<file path="config.mk">
export PLATFORM = sky130hd
export DESIGN_NAME = anagram_window_matcher
export DESIGN_NICKNAME = d
export VERILOG_FILES = /design/src/hdl/awm_pkg.sv /design/src/hdl/awm_ring.sv /design/src/hdl/awm_hist.sv /design/src/hdl/awm_out_buf.sv /design/src/hdl/anagram_window_matcher.sv
export SDC_FILE = /design/constraint.sdc
export NUM_CORES = 2
export LEC_CHECK = 0
export ABC_AREA = 1
export BUFFER_PORTS_ARGS = -buffer_cell sky130_fd_sc_hd__buf_2
export CAP_MARGIN = 20
export CORE_MARGIN = 3
export CORE_UTILIZATION = 58
export DETAILED_ROUTE_END_ITERATION = 6
export PLACE_DENSITY = 0.77
export SLEW_MARGIN = 40
export SYNTH_ARGS = -nofsm -noshare
export SYNTH_HDL_FRONTEND = slang
export SYNTH_SLANG_ARGS = --single-unit
</file>
<file path="constraint.sdc">
create_clock -name clock -period 3.2 [get_ports clock]
set_input_delay 0.48 -clock clock [delete_from_list [all_inputs] [get_ports clock]]
set_output_delay 0.48 -clock clock [all_outputs]
set_load 0.01 [all_outputs]
</file>
<file path="src/hdl/awm_pkg.sv">
package awm_pkg;

   localparam int OPCODE_W = 2;
   localparam int LETTER_W = 5;

   typedef enum logic [OPCODE_W-1:0] {
      OP_CLEAR   = 2'd0,
      OP_PATTERN = 2'd1,
      OP_TEXT    = 2'd2
   } opcode_type;

   // Per-request command to the letter histograms.
   typedef struct packed {
      logic                clear_all;
      logic                restart;
      logic                pat_inc;
      logic                txt_inc;
      logic                txt_dec;
      logic [LETTER_W-1:0] letter;
      logic [LETTER_W-1:0] old_letter;
   } hist_cmd_type;

   typedef struct packed {
      logic pattern_overflow;
      logic found;
      logic match_here;
   } result_type;

endpackage

</file>
<file path="src/hdl/awm_ring.sv">
module awm_ring #(
   parameter int DEPTH = 64
) (
   input  logic                                       clock,
   input  logic                                       wr_en,
   input  logic [((DEPTH > 1) ? $clog2(DEPTH) : 1)-1:0] wr_addr,
   input  logic [awm_pkg::LETTER_W-1:0]               wr_data,
   input  logic [((DEPTH > 1) ? $clog2(DEPTH) : 1)-1:0] rd_addr,
   output logic [awm_pkg::LETTER_W-1:0]               rd_data
);

   logic [awm_pkg::LETTER_W-1:0] ring_ff [DEPTH];
   logic [awm_pkg::LETTER_W-1:0] rd_data_ff;

   always_ff @(posedge clock) begin
      if (wr_en) begin
         ring_ff[wr_addr] <= wr_data;
      end
   end

   // Write-first read: a letter written this cycle at the address read next is forwarded.
   always_ff @(posedge clock) begin
      if (wr_en && (wr_addr == rd_addr)) begin
         rd_data_ff <= wr_data;
      end else begin
         rd_data_ff <= ring_ff[rd_addr];
      end
   end

   assign rd_data = rd_data_ff;

endmodule

</file>
<file path="src/hdl/awm_hist.sv">
module awm_hist #(
   parameter int ALPHABET    = 26,
   parameter int MAX_PATTERN = 64
) (
   input  logic                  clock,
   input  logic                  reset,
   input  awm_pkg::hist_cmd_type cmd,
   output logic                  all_equal_in
);

   localparam int CNT_W = $clog2(MAX_PATTERN + 1);

   logic [CNT_W-1:0] pat_ff [ALPHABET];
   logic [CNT_W-1:0] pat_in [ALPHABET];
   logic [CNT_W-1:0] win_ff [ALPHABET];
   logic [CNT_W-1:0] win_in [ALPHABET];
   logic [ALPHABET-1:0] equal;

   // Each letter cell updates its own pair of counts; the window matches the
   // pattern exactly when every cell agrees.
   always_comb begin
      for (int i = 0; i < ALPHABET; i++) begin
         logic hit_new;
         logic hit_old;
         hit_new = (32'(cmd.letter) == i);
         hit_old = (32'(cmd.old_letter) == i);
         if (cmd.clear_all) begin
            pat_in[i] = '0;
         end else if (cmd.pat_inc && hit_new) begin
            pat_in[i] = pat_ff[i] + CNT_W'(1);
         end else begin
            pat_in[i] = pat_ff[i];
         end
         if (cmd.clear_all || cmd.restart) begin
            win_in[i] = '0;
         end else if ((cmd.txt_inc && hit_new) && !(cmd.txt_dec && hit_old)) begin
            win_in[i] = win_ff[i] + CNT_W'(1);
         end else if ((cmd.txt_dec && hit_old) && !(cmd.txt_inc && hit_new)) begin
            win_in[i] = win_ff[i] - CNT_W'(1);
         end else begin
            win_in[i] = win_ff[i];
         end
         equal[i] = (pat_in[i] == win_in[i]);
      end
   end

   assign all_equal_in = &equal;

   always_ff @(posedge clock) begin
      for (int i = 0; i < ALPHABET; i++) begin
         if (reset) begin
            pat_ff[i] <= '0;
            win_ff[i] <= '0;
         end else begin
            pat_ff[i] <= pat_in[i];
            win_ff[i] <= win_in[i];
         end
      end
   end

endmodule

</file>
<file path="src/hdl/awm_out_buf.sv">
module awm_out_buf (
   input  logic                clock,
   input  logic                reset,
   input  logic                in_valid,
   output logic                in_ready,
   input  awm_pkg::result_type in_data,
   output logic                out_valid,
   input  logic                out_ready,
   output awm_pkg::result_type out_data
);

   logic                main_valid_ff, main_valid_in;
   logic                skid_valid_ff, skid_valid_in;
   awm_pkg::result_type main_data_ff, main_data_in;
   awm_pkg::result_type skid_data_ff, skid_data_in;
   logic                push;
   logic                pop;

   assign in_ready = !skid_valid_ff;
   assign push     = in_valid && in_ready;
   assign pop      = main_valid_ff && out_ready;

   always_comb begin
      main_valid_in = main_valid_ff;
      main_data_in  = main_data_ff;
      skid_valid_in = skid_valid_ff;
      skid_data_in  = skid_data_ff;
      if (!main_valid_ff || pop) begin
         if (skid_valid_ff) begin
            main_valid_in = 1'b1;
            main_data_in  = skid_data_ff;
            skid_valid_in = 1'b0;
         end else begin
            main_valid_in = push;
            main_data_in  = in_data;
         end
      end else if (push) begin
         skid_valid_in = 1'b1;
         skid_data_in  = in_data;
      end
   end

   always_ff @(posedge clock) begin
      if (reset) begin
         main_valid_ff <= 1'b0;
         skid_valid_ff <= 1'b0;
      end else begin
         main_valid_ff <= main_valid_in;
         skid_valid_ff <= skid_valid_in;
      end
      main_data_ff <= main_data_in;
      skid_data_ff <= skid_data_in;
   end

   assign out_valid = main_valid_ff;
   assign out_data  = main_data_ff;

endmodule

</file>
<file path="src/hdl/anagram_window_matcher.sv">
// An accepted request's result goes straight into the output buffer's main
// register when the result side is free; a two-entry buffer absorbs stalls.
// Throughput: one request per cycle unless the buffer is full; histograms,
// ring and counters update on acceptance and issue the next letter's ring read.
// Reset (synchronous, active high) empties the output buffer and clears both
// histograms, pointer, lengths and flags; the history ring is not cleared.
module anagram_window_matcher #(
   parameter int MAX_PATTERN = 64,
   parameter int ALPHABET    = 26
) (
   input  logic       clock,
   input  logic       reset,
   input  logic       req_tvalid,
   output logic       req_tready,
   input  logic [7:0] req_tdata,   // [1:0] opcode, [6:2] letter, [7] zero
   output logic       rsp_tvalid,
   input  logic       rsp_tready,
   output logic [7:0] rsp_tdata    // [0] match_here, [1] found, [2] pattern_overflow
);

   localparam int LEN_W = $clog2(MAX_PATTERN + 1);
   localparam int PTR_W = (MAX_PATTERN > 1) ? $clog2(MAX_PATTERN) : 1;

   logic [awm_pkg::OPCODE_W-1:0] opcode;
   logic [awm_pkg::LETTER_W-1:0] letter;
   logic                         accept;
   logic                         in_range;
   logic                         do_clear;
   logic                         pat_any;
   logic                         pat_full;
   logic                         pat_take;
   logic                         txt_take;
   logic                         win_full;
   logic                         all_equal_in;
   logic                         match;
   logic [LEN_W-1:0]             fill_after;
   logic [LEN_W-1:0]             ptr_plus;
   logic [awm_pkg::LETTER_W-1:0] old_letter;

   logic [LEN_W-1:0] len_ff, len_in;
   logic [LEN_W-1:0] fill_ff, fill_in;
   logic [PTR_W-1:0] ptr_ff, ptr_in;
   logic             found_ff, found_in;
   logic             overflow_ff, overflow_in;

   awm_pkg::hist_cmd_type hist_cmd;
   awm_pkg::result_type   result;
   awm_pkg::result_type   rsp_result;

   assign opcode = req_tdata[1:0];
   assign letter = req_tdata[6:2];
   assign accept = req_tvalid && req_tready;

   assign in_range = (32'(letter) < ALPHABET);
   assign do_clear = accept && (opcode == awm_pkg::OP_CLEAR);
   assign pat_any  = accept && (opcode == awm_pkg::OP_PATTERN) && in_range;
   assign pat_full = (len_ff == LEN_W'(MAX_PATTERN));
   assign pat_take = pat_any && !pat_full;
   assign txt_take = accept && (opcode == awm_pkg::OP_TEXT) && in_range && (len_ff != '0);
   assign win_full = (fill_ff == len_ff);

   assign fill_after = win_full ? fill_ff : fill_ff + LEN_W'(1);
   assign ptr_plus   = LEN_W'(ptr_ff) + LEN_W'(1);

   always_comb begin
      len_in      = len_ff;
      fill_in     = fill_ff;
      ptr_in      = ptr_ff;
      found_in    = found_ff;
      overflow_in = overflow_ff;
      if (do_clear) begin
         len_in      = '0;
         fill_in     = '0;
         ptr_in      = '0;
         found_in    = 1'b0;
         overflow_in = 1'b0;
      end else if (pat_take) begin
         len_in   = len_ff + LEN_W'(1);
         fill_in  = '0;
         ptr_in   = '0;
         found_in = 1'b0;
      end else if (pat_any) begin
         overflow_in = 1'b1;
      end else if (txt_take) begin
         fill_in = fill_after;
         ptr_in  = (ptr_plus >= len_ff) ? '0 : ptr_plus[PTR_W-1:0];
         if (match) begin
            found_in = 1'b1;
         end
      end
   end

   always_comb begin
      hist_cmd.clear_all  = do_clear;
      hist_cmd.restart    = pat_take;
      hist_cmd.pat_inc    = pat_take;
      hist_cmd.txt_inc    = txt_take;
      // The oldest letter leaves only once the window already spans the pattern.
      hist_cmd.txt_dec    = txt_take && win_full;
      hist_cmd.letter     = letter;
      hist_cmd.old_letter = old_letter;
   end

   assign match = txt_take && (fill_after == len_ff) && all_equal_in;

   awm_hist #(
      .ALPHABET    (ALPHABET),
      .MAX_PATTERN (MAX_PATTERN)
   ) u_hist (
      .clock        (clock),
      .reset        (reset),
      .cmd          (hist_cmd),
      .all_equal_in (all_equal_in)
   );

   // The ring is read at the pointer of the next request, so the leaving letter
   // is ready in a register when that request arrives.
   awm_ring #(
      .DEPTH (MAX_PATTERN)
   ) u_ring (
      .clock   (clock),
      .wr_en   (txt_take),
      .wr_addr (ptr_ff),
      .wr_data (letter),
      .rd_addr (ptr_in),
      .rd_data (old_letter)
   );

   always_ff @(posedge clock) begin
      if (reset) begin
         len_ff      <= '0;
         fill_ff     <= '0;
         ptr_ff      <= '0;
         found_ff    <= 1'b0;
         overflow_ff <= 1'b0;
      end else begin
         len_ff      <= len_in;
         fill_ff     <= fill_in;
         ptr_ff      <= ptr_in;
         found_ff    <= found_in;
         overflow_ff <= overflow_in;
      end
   end

   always_comb begin
      result.match_here       = match;
      result.found            = found_in;
      result.pattern_overflow = overflow_in;
   end

   awm_out_buf u_out_buf (
      .clock     (clock),
      .reset     (reset),
      .in_valid  (req_tvalid),
      .in_ready  (req_tready),
      .in_data   (result),
      .out_valid (rsp_tvalid),
      .out_ready (rsp_tready),
      .out_data  (rsp_result)
   );

   assign rsp_tdata = {5'b0, rsp_result};

endmodule

</file>
==> results.txt <==
Sequential elements use 42.15% of the synthesized area. The estimated wirelength of the detail-placed design was 109.6 mm. For the remaining antenna violation count after routing, the log shows 0. The run gives 238.6 mm as the first-pass GRT wire length.

Dividing the detail-routed wire length by the instance count gives 20.10 µm. The share of async-settable or async-resettable flops after synthesis was 0%; the area added between synthesis and finish was 31.38%. The tools report the category of the worst setup path capture point as a register. The core region is 70880 µm².

STA puts the critical path data arrival time at 4.99 ns. The number of placed I/O pins is 22. The final routed DRC violation total was 6; the compound-gate portion of the synthesized area was 2.974%. Number of max-slew violations in the final report: 0.

Summed over its instances, the top area cell type makes up 23.34% of the synthesized netlist area. For the slack of the critical path, the log shows -1.288 ns. In this run the power density over the cells is 369.5 nW/µm².

The count of final setup violators is 73, and the average cell area after synthesis is 6.934 µm². Counting instances, the worst hold path has a depth of 3. The clock share of power is 47.2%, and the combinational cell fraction of total power is 5.6%. In the post-synthesis netlist, the cell with the most instances is nand2_1. Across the run, the number of max-cap violations was 0. For this run, the total global-route usage over all layers was measured as 40.83%. Measured against its own limit, the worst slew margin works out to 42.36%. The via count of the first global-routing pass is 42910, and the stage delay of the slowest cell on the critical path is 0.41 ns. The die outline area was 75580 µm²; the post-route clock skew was 0.07173 ns.

The synthesized netlist devotes 1.650% of its cell area to XOR and XNOR gates. Routability-driven placement finished with a final weighted congestion of 1.011. Design internal power: 15.34 mW.

The final reports fail on DRC, setup timing. In this run the worst path has a maximum fanout of 21. After detailed routing, the total wire length is 159.9 mm. The worst setup path is of the reg -> reg kind. Summed over all cells, the static leakage comes to 25.86 nW. The logs give 59.17% for the starting utilization of the core area and 5.017 mW for the power dissipated by switching net loads. The number of CTS-inserted buffers was 80. The H-tree generated during clock tree synthesis spans 3 levels. The commonest cells after synthesis are nand2_1, nand3_1, nor2_1. For this block, the via count after detailed routing is 46330. The cell area after layout is 55100 µm², and the post-synthesis instance area is 41940 µm². Multiplexer cells account for 0% of the synthesized area. The adder-cell share of the synthesized area was 2.655%. Classification of the worst-slack hold path: in -> reg. After synthesis, the cell types taking the most area are edfxtp_1, dfxtp_1, nand2_1. Broken down by cell family, the worst path's largest delay share belongs to simple AND/OR/NAND/NOR gates. Derived from the worst setup path, the maximum achievable clock frequency is 222.8 MHz. The number of warnings printed during yosys synthesis was 0; the remaining global-route overflow was 0. The die span in x works out to 274.9 µm. Setup repair after global routing could not meet its margin everywhere. Largest net degree at the start of global routing: 148. The number of cells on the critical path came out at 31. The count of distinct cell types in the synthesized netlist is 48, and the average via count per standard cell is 5.825.

The pre-antenna-repair detailed-routing pass consisted of 7 iterations. The port buffer count works out to 15. Dividing the final minimum period by the clock period gives 140.3%. No sink is reached through more buffers than the 3 on the longest clock path.

The run finished, with violations left. Main combinational cell family by area after synthesis: simple AND/OR/NAND/NOR gates. The standard cell with the maximum stage delay on the critical path is dfxtp_4. Of the cells placed in the final design, the portion with a size suffix greater than 1 is 21.92%. The run gives 0.70 ns as the clock latency of the later-clocked register in the worst-skew pair. In the synthesized netlist, the number of instances is 6049.

After clock tree synthesis, the clock-pin slew on the worst setup and hold paths is 0.06 ns. The clock net in this run drives a total of 720 sinks. The number of storage elements in the synthesis netlist was 720; the violation count after the first detailed-route iteration was 5907. The worst setup path is launched from a register.

The initialized floorplan defines 97 standard-cell rows. Most common cell type on the critical path: nand2_1. The number of antenna violations at the first check in global routing was 5.

The run gives 0.4833 mV as the worst voltage drop across the vdd grid. The design draws 20.36 mW. For the worst flop-to-flop path, the logic depth is 31.

The minimum period implied by the final worst setup slack is 4.488 ns. Sequential cells burn 47.3% of the power. The hold violation total from the final report came out at 0. The cell chosen for the clock root is clkbuf_16. TritonCTS built the clock tree.

Summing all placed instances gives a cell area of 50090 µm². The number of synthesized flops with an enable pin was 326; the required time of the worst setup path was 3.70 ns. Of the total synthesized cell area, the portion taken by AND, OR, NAND and NOR gates is 42.41%. For the final layout net count, the log shows 7055. The number of buffers and inverters on the critical path was 7; the count of hold-fix buffers inserted at cts was 0. At the pin with the least slew margin, the transition time is 0.8646 ns. Cell type contributing the most total cell area after synthesis: edfxtp_1. For this run, the leading register cell type out of synthesis is dfxtp_1.

From bottom edge to top edge, the die measures 274.9 µm. The switching share of power was 24.64%.
## power groups by stage
stage / sequential [mW] / clock (mW) / combinational, mW
5_1_grt: 9.62 / 9.98 / 1.18
4_1_cts: 9.62 / 9.56 / 1.05
6_report: 9.62 / 9.60 / 1.13
3_3_place_gp: 9.82 / 0 / 0.951
2_1_floorplan: 9.82 / 0 / 0.442
3_5_place_dp: 9.82 / 0 / 0.968
## cells in the final DEF, fill, tap and decap left out, types with 102 or more instances in the layout
| master | n |
|---|---|
| nand2_1 | 1530 |
| buf_4 | 902 |
| nor2_1 | 888 |
| nand3_1 | 846 |
| inv_1 | 640 |
| dfxtp_1 | 390 |
| edfxtp_1 | 326 |
| nand4_1 | 228 |
| nor3_1 | 108 |
| nand2_2 | 106 |
| nand3_2 | 102 |
## path summary, 6_finish.rpt
path,start,end,slack (ns)
worst max register to register,register,u_out_buf.skid_data_ff[1],-1.29
worst max-delay path,register,u_out_buf.skid_data_ff[1],-1.29
worst min-delay path,req_tvalid,u_out_buf.skid_valid_ff,0.14
worst min register to register,overflow_ff,overflow_ff,0.50
## state kept, by name, summed over array words and instances, names as in the netlist, named ones only
register / cells
u_ring.ring_ff: 320
u_hist.pat_ff: 182
u_hist.win_ff: 182
fill_ff: 7
len_ff: 7
ptr_ff: 6
u_out_buf.out_data: 3
u_out_buf.skid_data_ff: 3
found_ff: 1
overflow_ff: 1
u_out_buf.out_valid: 1
u_out_buf.skid_valid_ff: 1
## through the flow
stage	TNS [ns]	worst slack [ns]	utilization, %	hold slack (ns)	instances
2_1_floorplan	-0.004958	-0.004958	-	0.4240	6053
5_1_grt	-22.71	-1.465	77.74	0.1648	7953
4_1_cts	-4.591	-0.9948	76.31	0.1264	7938
6_report	-11.68	-1.288	77.74	0.1447	7954
3_3_place_gp	-6.719	-1.378	70.67	0.4381	7755
3_5_place_dp	-7.678	-1.501	70.67	0.4896	7755
## kinds of logic (layout without fill, tap and decap cells)
logic type	Yosys count	after routing
AO/OA/AOI/OAI	240	240
XOR/XNOR	79	79
adder cells (fa/ha/maj)	89	89
buffers and inverters	868	1827
flip-flops	720	720
other	1	6
AND/OR/NAND/NOR	4052	4053
## layer usage
metal	wire [µm]	part of all wire, %	GRT usage [%]
met4	11370	7.1	22.50
met2	70480	44	65.14
met3	17990	11	9.611
met5	124	0.078	0
met1	59910	37	51.29
## worst min-delay path: cells and delay by family
family / cells / cell delay [ns]
AND/OR/NAND/NOR: 2 / 0.18
buffers and inverters: 1 / 0.09
## layout make-up
type,count,area [µm²]
clock inverter,39,520.5
fill,5083,15780
inverter,671,2556
tap,940,1176
sequential,720,17680
timing repair buffer,1015,8656
multi-input combinational,4466,22340
clock buffer,102,2166
antenna,1,2.502
## what timing repair did
action | 4_1_cts | 5_1_grt
setup endpoints to repair | 67 | 185
resized for setup | 206 | 220
gates cloned | 9 | 3
pin swaps | 56 | 68
setup buffers | 34 | 14
Power figures use the tool's default switching activity.
